File: src/hw/rtl/pairwise_close_encounter_detector_top_assert.svh
// ----------------------------------------------------------------------------
// close encounter detector assertion macros
// shared concurrent property wrappers for the top level
// ----------------------------------------------------------------------------
`ifndef PAIRWISE_CLOSE_ENCOUNTER_DETECTOR_TOP_ASSERT_SVH
`define PAIRWISE_CLOSE_ENCOUNTER_DETECTOR_TOP_ASSERT_SVH

// antecedent implies consequent in the same cycle
`define PCD_ASSERT_SAME(label, ante, cons) \
    label: assert property (@(posedge clk) disable iff (!rst_n) (ante) |-> (cons)) \
        else $error("pcd assertion failed");

// antecedent implies consequent in the next cycle
`define PCD_ASSERT_NEXT(label, ante, cons) \
    label: assert property (@(posedge clk) disable iff (!rst_n) (ante) |=> (cons)) \
        else $error("pcd assertion failed");

`endif

File: src/hw/rtl/pcd_pkg.sv
// ----------------------------------------------------------------------------
// close encounter detector package
// shared types, constants and the per-pair operation sequence
// ----------------------------------------------------------------------------
package pcd_pkg;

    localparam int MAX_BODIES = 8;
    localparam int IDX_W      = $clog2(MAX_BODIES);
    localparam int CNT_W      = $clog2(MAX_BODIES + 1);
    localparam int OUT_IDX_W  = 3;

    // wide multiply-accumulate geometry
    localparam int LIMB_W  = 32;
    localparam int LIMBS   = 10;
    localparam int BIG_W   = LIMBS * LIMB_W;
    localparam int B_LIMBS = 3;
    localparam int B_W     = B_LIMBS * LIMB_W;
    localparam int POS_W   = $clog2(LIMBS);
    localparam int K_W     = $clog2(B_LIMBS);

    localparam int CFG_IDX_W  = 2;
    localparam int CFG_DATA_W = 32;

    typedef enum logic [CFG_IDX_W-1:0] {
        REG_HILL_FACTOR = 2'd0,
        REG_STEP_FACTOR = 2'd1,
        REG_TIME_STEP   = 2'd2
    } cfg_reg_t;

    localparam logic [7:0]  HILL_RESET  = 8'd48;
    localparam logic [7:0]  STEP_RESET  = 8'd48;
    localparam logic [31:0] TSTEP_RESET = 32'h0100_0000;

    localparam logic [63:0] SCALE_NINE = 64'd9;
    localparam logic [63:0] SCALE_24   = 64'h0000_0000_0100_0000;
    localparam logic [63:0] SCALE_56   = 64'h0100_0000_0000_0000;

    typedef struct packed {
        logic signed [31:0] pos_x;
        logic signed [31:0] pos_y;
        logic signed [31:0] pos_z;
        logic signed [31:0] vel_x;
        logic signed [31:0] vel_y;
        logic signed [31:0] vel_z;
        logic [31:0]        body_mass;
        logic               last_body;
    } in_item_t;

    typedef struct packed {
        logic [OUT_IDX_W-1:0] first_index;
        logic [OUT_IDX_W-1:0] second_index;
        logic [63:0]          distance_squared;
        logic                 close_flag;
        logic                 any_close;
        logic                 pair_valid;
        logic                 last_pair;
    } out_item_t;

    typedef struct packed {
        logic [31:0] pos_x;
        logic [31:0] pos_y;
        logic [31:0] pos_z;
        logic [31:0] vel_x;
        logic [31:0] vel_y;
        logic [31:0] vel_z;
        logic [31:0] mass;
    } body_t;

    typedef enum logic [4:0] {
        SRC_DX, SRC_DY, SRC_DZ, SRC_VX, SRC_VY, SRC_VZ,
        SRC_PXI, SRC_PYI, SRC_PZI, SRC_PXJ, SRC_PYJ, SRC_PZJ,
        SRC_D2, SRC_A2, SRC_V2, SRC_LHS, SRC_RHS,
        SRC_NINE, SRC_MC, SRC_P24, SRC_H3, SRC_MSUM, SRC_P56, SRC_TSTEP, SRC_S2
    } src_t;

    typedef enum logic [2:0] {
        DST_D2, DST_R1, DST_R2, DST_V2, DST_LHS, DST_RHS
    } dst_t;

    typedef enum logic [1:0] {
        K_MAC, K_CMP_A2, K_CMP_HILL, K_CMP_STEP
    } kind_t;

    typedef struct packed {
        kind_t kind;
        src_t  src_a;
        src_t  src_b;
        dst_t  dst;
        logic  acc;
    } uop_t;

    typedef enum logic [3:0] {
        S_LOAD, S_START, S_SCAN_RD, S_SCAN_CMP, S_RD_I, S_LAT_I, S_LAT_J,
        S_STEP, S_MAC_WAIT, S_EMIT
    } state_t;

    localparam int NUM_STEPS = 31;
    localparam int STEP_W    = $clog2(NUM_STEPS);

    typedef struct packed {
        logic             load_we;
        logic [IDX_W-1:0] load_idx;
        logic [IDX_W-1:0] rd_addr;
        logic             scan_cmp;
        logic             scan_first;
        logic [IDX_W-1:0] scan_idx;
        logic             set_start;
        logic             latch_i;
        logic             latch_j;
        logic [IDX_W-1:0] pair_i;
        logic [IDX_W-1:0] pair_j;
        logic             mac_start;
        logic             cmp_en;
        uop_t             uop;
        logic             out_load;
        logic             out_empty;
        logic             out_last;
    } ctrl_cmd_t;

    typedef struct packed {
        logic mac_busy;
        logic mac_done;
    } ctrl_status_t;

    function automatic uop_t mk_uop(kind_t k, src_t a, src_t b, dst_t d, logic acc);
        uop_t u;
        u.kind  = k;
        u.src_a = a;
        u.src_b = b;
        u.dst   = d;
        u.acc   = acc;
        return u;
    endfunction

    // per-pair sequence: distance, origin radii, hill test, step test
    function automatic uop_t ucode(input logic [STEP_W-1:0] step);
        uop_t u;
        case (step)
            5'd0:  u = mk_uop(K_MAC, SRC_DX, SRC_DX, DST_D2, 1'b0);
            5'd1:  u = mk_uop(K_MAC, SRC_DY, SRC_DY, DST_D2, 1'b1);
            5'd2:  u = mk_uop(K_MAC, SRC_DZ, SRC_DZ, DST_D2, 1'b1);
            5'd3:  u = mk_uop(K_MAC, SRC_PXI, SRC_PXI, DST_R1, 1'b0);
            5'd4:  u = mk_uop(K_MAC, SRC_PYI, SRC_PYI, DST_R1, 1'b1);
            5'd5:  u = mk_uop(K_MAC, SRC_PZI, SRC_PZI, DST_R1, 1'b1);
            5'd6:  u = mk_uop(K_MAC, SRC_PXJ, SRC_PXJ, DST_R2, 1'b0);
            5'd7:  u = mk_uop(K_MAC, SRC_PYJ, SRC_PYJ, DST_R2, 1'b1);
            5'd8:  u = mk_uop(K_MAC, SRC_PZJ, SRC_PZJ, DST_R2, 1'b1);
            5'd9:  u = mk_uop(K_CMP_A2, SRC_D2, SRC_D2, DST_D2, 1'b0);
            5'd10: u = mk_uop(K_MAC, SRC_D2, SRC_D2, DST_LHS, 1'b0);
            5'd11: u = mk_uop(K_MAC, SRC_LHS, SRC_D2, DST_LHS, 1'b0);
            5'd12: u = mk_uop(K_MAC, SRC_LHS, SRC_NINE, DST_LHS, 1'b0);
            5'd13: u = mk_uop(K_MAC, SRC_LHS, SRC_MC, DST_LHS, 1'b0);
            5'd14: u = mk_uop(K_MAC, SRC_LHS, SRC_MC, DST_LHS, 1'b0);
            5'd15: u = mk_uop(K_MAC, SRC_LHS, SRC_P24, DST_LHS, 1'b0);
            5'd16: u = mk_uop(K_MAC, SRC_A2, SRC_A2, DST_RHS, 1'b0);
            5'd17: u = mk_uop(K_MAC, SRC_RHS, SRC_A2, DST_RHS, 1'b0);
            5'd18: u = mk_uop(K_MAC, SRC_RHS, SRC_H3, DST_RHS, 1'b0);
            5'd19: u = mk_uop(K_MAC, SRC_RHS, SRC_H3, DST_RHS, 1'b0);
            5'd20: u = mk_uop(K_MAC, SRC_RHS, SRC_MSUM, DST_RHS, 1'b0);
            5'd21: u = mk_uop(K_MAC, SRC_RHS, SRC_MSUM, DST_RHS, 1'b0);
            5'd22: u = mk_uop(K_CMP_HILL, SRC_D2, SRC_D2, DST_D2, 1'b0);
            5'd23: u = mk_uop(K_MAC, SRC_VX, SRC_VX, DST_V2, 1'b0);
            5'd24: u = mk_uop(K_MAC, SRC_VY, SRC_VY, DST_V2, 1'b1);
            5'd25: u = mk_uop(K_MAC, SRC_VZ, SRC_VZ, DST_V2, 1'b1);
            5'd26: u = mk_uop(K_MAC, SRC_D2, SRC_P56, DST_LHS, 1'b0);
            5'd27: u = mk_uop(K_MAC, SRC_V2, SRC_TSTEP, DST_RHS, 1'b0);
            5'd28: u = mk_uop(K_MAC, SRC_RHS, SRC_TSTEP, DST_RHS, 1'b0);
            5'd29: u = mk_uop(K_MAC, SRC_RHS, SRC_S2, DST_RHS, 1'b0);
            default: u = mk_uop(K_CMP_STEP, SRC_D2, SRC_D2, DST_D2, 1'b0);
        endcase
        return u;
    endfunction

endpackage

File: src/hw/rtl/pcd_ctrl.sv
// ----------------------------------------------------------------------------
// pcd controller
// load, central search, pair walk and result handoff sequencing
// ----------------------------------------------------------------------------
module pcd_ctrl
(
    input  logic                   clk,
    input  logic                   rst_n,
    input  logic                   in_valid,
    input  logic                   last_body,
    output logic                   in_stall,
    output logic                   out_valid,
    input  logic                   out_stall,
    output pcd_pkg::ctrl_cmd_t     cmd,
    input  pcd_pkg::ctrl_status_t  status
);

    pcd_pkg::state_t            state_reg, state_next;
    logic [pcd_pkg::CNT_W-1:0]  count_reg, count_next;
    logic [pcd_pkg::CNT_W-1:0]  n_reg, n_next;
    logic [pcd_pkg::CNT_W-1:0]  scan_reg, scan_next;
    logic [pcd_pkg::CNT_W-1:0]  i_reg, i_next;
    logic [pcd_pkg::CNT_W-1:0]  j_reg, j_next;
    logic [pcd_pkg::STEP_W-1:0] step_reg, step_next;
    logic                       out_valid_reg, out_valid_next;

    logic [pcd_pkg::CNT_W-1:0] n_m1;
    logic                      empty_set;
    logic                      last_res;
    logic                      slot_free;

    assign n_m1      = n_reg - pcd_pkg::CNT_W'(1);
    assign empty_set = (n_reg < pcd_pkg::CNT_W'(2));
    assign last_res  = empty_set
                       || ((i_reg == n_reg - pcd_pkg::CNT_W'(2)) && (j_reg == n_m1));
    assign slot_free = !out_valid_reg || !out_stall;

    always_comb
    begin
        state_next     = state_reg;
        count_next     = count_reg;
        n_next         = n_reg;
        scan_next      = scan_reg;
        i_next         = i_reg;
        j_next         = j_reg;
        step_next      = step_reg;
        out_valid_next = out_valid_reg && out_stall;
        in_stall       = 1'b1;

        cmd            = '0;
        cmd.load_idx   = count_reg[pcd_pkg::IDX_W-1:0];
        cmd.scan_idx   = scan_reg[pcd_pkg::IDX_W-1:0];
        cmd.pair_i     = i_reg[pcd_pkg::IDX_W-1:0];
        cmd.pair_j     = j_reg[pcd_pkg::IDX_W-1:0];
        cmd.uop        = pcd_pkg::ucode(step_reg);
        cmd.out_empty  = empty_set;
        cmd.out_last   = last_res;

        case (state_reg)
            pcd_pkg::S_LOAD:
            begin
                in_stall = 1'b0;
                if (in_valid)
                begin
                    if (count_reg < pcd_pkg::CNT_W'(pcd_pkg::MAX_BODIES))
                    begin
                        cmd.load_we = 1'b1;
                        count_next  = count_reg + 1'b1;
                    end
                    if (last_body)
                    begin
                        n_next     = count_next;
                        count_next = '0;
                        state_next = pcd_pkg::S_START;
                    end
                end
            end
            pcd_pkg::S_START:
            begin
                cmd.set_start = 1'b1;
                scan_next     = '0;
                state_next    = empty_set ? pcd_pkg::S_EMIT : pcd_pkg::S_SCAN_RD;
            end
            pcd_pkg::S_SCAN_RD:
            begin
                cmd.rd_addr = scan_reg[pcd_pkg::IDX_W-1:0];
                state_next  = pcd_pkg::S_SCAN_CMP;
            end
            pcd_pkg::S_SCAN_CMP:
            begin
                cmd.scan_cmp   = 1'b1;
                cmd.scan_first = (scan_reg == '0);
                if (scan_reg == n_m1)
                begin
                    i_next     = '0;
                    j_next     = pcd_pkg::CNT_W'(1);
                    state_next = pcd_pkg::S_RD_I;
                end
                else
                begin
                    scan_next  = scan_reg + 1'b1;
                    state_next = pcd_pkg::S_SCAN_RD;
                end
            end
            pcd_pkg::S_RD_I:
            begin
                cmd.rd_addr = i_reg[pcd_pkg::IDX_W-1:0];
                state_next  = pcd_pkg::S_LAT_I;
            end
            pcd_pkg::S_LAT_I:
            begin
                cmd.latch_i = 1'b1;
                cmd.rd_addr = j_reg[pcd_pkg::IDX_W-1:0];
                state_next  = pcd_pkg::S_LAT_J;
            end
            pcd_pkg::S_LAT_J:
            begin
                cmd.latch_j = 1'b1;
                step_next   = '0;
                state_next  = pcd_pkg::S_STEP;
            end
            pcd_pkg::S_STEP:
            begin
                if (cmd.uop.kind == pcd_pkg::K_MAC)
                begin
                    cmd.mac_start = 1'b1;
                    state_next    = pcd_pkg::S_MAC_WAIT;
                end
                else
                begin
                    cmd.cmp_en = 1'b1;
                    if (step_reg == pcd_pkg::STEP_W'(pcd_pkg::NUM_STEPS - 1))
                    begin
                        state_next = pcd_pkg::S_EMIT;
                    end
                    else
                    begin
                        step_next = step_reg + 1'b1;
                    end
                end
            end
            pcd_pkg::S_MAC_WAIT:
            begin
                if (status.mac_done)
                begin
                    step_next  = step_reg + 1'b1;
                    state_next = pcd_pkg::S_STEP;
                end
            end
            pcd_pkg::S_EMIT:
            begin
                if (slot_free)
                begin
                    cmd.out_load   = 1'b1;
                    out_valid_next = 1'b1;
                    if (last_res)
                    begin
                        state_next = pcd_pkg::S_LOAD;
                    end
                    else
                    begin
                        if (j_reg == n_m1)
                        begin
                            i_next = i_reg + 1'b1;
                            j_next = i_reg + pcd_pkg::CNT_W'(2);
                        end
                        else
                        begin
                            j_next = j_reg + 1'b1;
                        end
                        state_next = pcd_pkg::S_RD_I;
                    end
                end
            end
            default:
            begin
                state_next = pcd_pkg::S_LOAD;
            end
        endcase
    end

    always_ff @(posedge clk or negedge rst_n)
    begin
        if (!rst_n)
        begin
            state_reg     <= pcd_pkg::S_LOAD;
            count_reg     <= '0;
            n_reg         <= '0;
            scan_reg      <= '0;
            i_reg         <= '0;
            j_reg         <= '0;
            step_reg      <= '0;
            out_valid_reg <= 1'b0;
        end
        else
        begin
            state_reg     <= state_next;
            count_reg     <= count_next;
            n_reg         <= n_next;
            scan_reg      <= scan_next;
            i_reg         <= i_next;
            j_reg         <= j_next;
            step_reg      <= step_next;
            out_valid_reg <= out_valid_next;
        end
    end

    assign out_valid = out_valid_reg;

endmodule

File: config.mk
export PLATFORM = sky130hd
export DESIGN_NAME = pcd_ctrl
export DESIGN_NICKNAME = d
export VERILOG_FILES = /design/src/hw/rtl/pairwise_close_encounter_detector_top_assert.svh /design/src/hw/rtl/pcd_pkg.sv /design/src/hw/rtl/pcd_ctrl.sv
export SDC_FILE = /design/constraint.sdc
export NUM_CORES = 1
export LEC_CHECK = 0
export ABC_CLOCK_PERIOD_IN_PS = 6700
export BUFFER_PORTS_ARGS = -buffer_cell sky130_fd_sc_hd__buf_4
export CAP_MARGIN = 20
export CORE_UTILIZATION = 40
export DETAILED_ROUTE_END_ITERATION = 8
export SYNTH_ARGS = -nofsm -noshare
export SYNTH_HDL_FRONTEND = slang
export SYNTH_SLANG_ARGS = --single-unit
export TNS_END_PERCENT = 10
File: constraint.sdc
create_clock -name clk -period 6.7 [get_ports clk]
set_input_delay 0.335 -clock clk [delete_from_list [all_inputs] [get_ports clk]]
set_output_delay 0.335 -clock clk [all_outputs]
set_load 0.01 [all_outputs]
==> impl_metrics.tcl <==
set metrics [dict create \
    gp_congestion 0.8418 \
    r2r_setup_slack_ns 4.14 \
    fin_skew_ns 0.003232 \
    largest_register_ffs 5 \
    cts_sinks 30 \
    worstMarginPinSlew_ns 0.8075 \
    track_usage_pct 20.53 \
    numCtsBuffers 5 \
    outcome "finished, final reports clean" \
    synth_edf_count 0 \
    tns_ns 0 \
    rr_worst_depth 6 \
    postCtsSetupRepairBufs 0 \
    async_flop_share_pct 100.0 \
    viasPerCell 5.437 \
    setup_violations 0 \
    path_max_fanout 10 \
    fin_util_pct 48.22 \
    maxSlewViolCount 0 \
    synthCells 369 \
    place_inst 484 \
    grt_max_degree 39 \
    r2r_start "step_reg[3]$_DFFE_PN0P_" \
    holdBufCountCts 1 \
    leakage_nw 1.569 \
    grt_first_pass_wirelength_mm 12.35 \
    worst_setup_path_start_kind "register" \
    port_buffers 49 \
    fin_nets 427 \
    finalInstanceArea_um2 3331 \
    slew_headroom_pct 45.75 \
    ant_nets 0 \
    grt_pass1_vias 2441 \
    cts_tree "done" \
    wl_mm 7.178 \
    die_w_um 87.41 \
    hold_slack_ns 0.2771 \
    first_pass_iters 4 \
    crit_start "step_reg[1]$_DFFE_PN0P_" \
    initial_utilization_pct 42.25 \
    drt_iter0_drc 186 \
    synth-seq-cells 30 \
    crit_arrival_ns 2.51 \
    syn_area_um2 2918 \
    power.density_nw_per_um2 365.1 \
    synth_cell_type_count 60 \
    grt_antenna_before_repair 0 \
    r2r_end "state_reg[2]$_DFFE_PN0P_" \
    synthToLayoutAreaGrowth_pct 14.15 \
    final.min_clock_period_ns 2.843 \
    hpwl_mm 5.305 \
    ys.flop_type "dfrtp_1" \
    path_clk_slew_ns 0.06 \
    die_height_um 87.41 \
    dr_total_vias 2675 \
    post-route-period-util_pct 42.43 \
    fmax_mhz 351.7 \
    clock_path_buffers 2 \
    syn_nets 400 \
    die-area_um2 7640 \
    drc 0 \
    peakVddDrop_uv 142.5 \
    gr-total-overflow 0 \
    drive_gt1_share_pct 17.68 \
    dpl-instance-area_um2 3244 \
    instances_no_fill 492 \
    coreArea_um2 6907 \
    cts_resized 0 \
    endpoint_kind "output port" \
    crit_type "register to output port" \
    h-tree-depth 2 \
    hold_violations 0 \
    wl_per_cell_um 14.59 \
    row_count 30 \
    syn_avg_cell_area_um2 7.907 \
    endpoint "cmd[8]" \
    max_cap_violations 0 \
    cp_data_required_time_ns 6.36 \
    io-pin-count 51 \
    ys_seq_area_share_pct 25.73 \
    clk_latency_ns 0.28 \
    rsz0062_at_grt "no" \
    diodes 0 \
    root_buffer "clkbuf_8" \
    yosysWarnings 0 \
    worstHoldPathType "input pin to register" \
]
-- worst min-delay path by stage --
| stage | cells past startpoint | endpoint | from |
|---|---|---|---|
| 2_1_floorplan | 0 | count_reg[0]$_DFFE_PN0P_ | rst_n |
| 3_3_place_gp | 1 | count_reg[2]$_DFFE_PN0P_ | rst_n |
| 3_5_place_dp | 1 | count_reg[2]$_DFFE_PN0P_ | rst_n |
| 4_1_cts | 2 | count_reg[3]$_DFFE_PN0P_ | last_body |
| 5_1_grt | 2 | count_reg[3]$_DFFE_PN0P_ | last_body |
| 6_report | 2 | count_reg[3]$_DFFE_PN0P_ | last_body |
-- synth_stat cells, drive strengths merged, types with 6 or more instances --
cell type / instances / area share (%)
nand2: 44 / 5.7
nor2: 39 / 5.0
a21oi: 30 / 5.1
dfrtp: 30 / 26
o21ai: 26 / 4.8
ha: 24 / 10
buf: 20 / 4.5
inv: 17 / 2.2
clkbuf: 12 / 1.5
xnor2: 11 / 3.6
nand3: 8 / 1.4
mux2i: 7 / 2.4
nand2b: 7 / 1.5
nor3: 7 / 1.2
xor2: 7 / 2.1
a211oi: 6 / 1.5
a31oi: 6 / 1.3
nor2b: 6 / 1.3
o31ai: 6 / 1.5
-- cells by family (layout without fill, tap and decap cells) --
kind of cell	count (synthesis)	after routing	synth area share, %
XOR/XNOR	20	20	7.376
multiplexers	10	10	3.945
AND/OR/NAND/NOR	134	134	22.08
flip-flops	30	30	25.73
adder cells (fa/ha/maj)	24	24	10.29
buffers and inverters	50	77	8.361
AO/OA/AOI/OAI	101	101	22.21
-- critical path, cell delays in order (launching register included) --
cell     delay, ns
dfrtp_1       0.52
inv_1         0.33
ha_1          0.36
inv_1         0.13
ha_1          0.28
mux4_2        0.45
buf_4         0.16
-- final cells by class --
cell class	count	area, um2
multi-input cells	289	1923
fillers	743	3576
repair buffers	52	392.9
well taps	96	120.1
clock buffers	7	76.32
inverters	18	67.56
flip-flops and latches	30	750.7
-- placed cells by master (no fill, tap or decap), types with 2 or more instances in the layout --
cell type / netlist / routed
a211o_2: 2 / 2
a211oi_1: 6 / 6
a21boi_0: 2 / 2
a21o_1: 2 / 2
a21oi_1: 30 / 30
a221oi_1: 2 / 2
a22o_1: 2 / 2
a22oi_1: 2 / 2
a31oi_1: 6 / 6
and2_1: 3 / 3
and2b_1: 2 / 2
and3_1: 3 / 3
buf_4: 14 / 51
clkbuf_1: 12 / 2
clkbuf_8: 0 / 5
dfrtp_1: 30 / 30
ha_1: 24 / 24
inv_1: 17 / 17
mux2_2: 2 / 2
mux2i_1: 7 / 7
nand2_1: 44 / 44
nand2b_1: 7 / 7
nand3_1: 8 / 8
nand3b_1: 2 / 2
nor2_1: 39 / 39
nor2b_1: 6 / 6
nor3_1: 7 / 7
nor3b_1: 3 / 3
o21ai_0: 23 / 23
o21ai_1: 2 / 2
o221ai_1: 3 / 3
o22ai_1: 3 / 3
o31ai_1: 6 / 6
or3_1: 2 / 2
xnor2_1: 10 / 10
xor2_1: 7 / 7
-- per-stage QoR --
| stage | power [mW] | setup slack, ns |
|---|---|---|
| floorplan | 0.8799 | 4.399 |
| global placement | 1.072 | 4.177 |
| detailed placement | 1.081 | 4.156 |
| CTS | 1.223 | 3.858 |
| global route | 1.332 | 3.709 |
| finish | 1.216 | 3.857 |
-- power breakdown --
group / total (mW) / internal (mW) / switching [mW]
registers: 0.326 / 0.230 / 0.0961
clock network: 0.136 / 0.0714 / 0.0649
logic: 0.753 / 0.350 / 0.403
total: 1.22 / 0.652 / 0.564
-- per-layer routing --
layer,vias up,GRT usage (%),routed length (um)
met1,1295,30.71,3624
li1,1336,-,-
met3,0,3.602,264
met5,-,0,0
met2,44,30.89,3290
met4,0,3.726,0
Note: power is estimated with default switching activity, not from simulation.
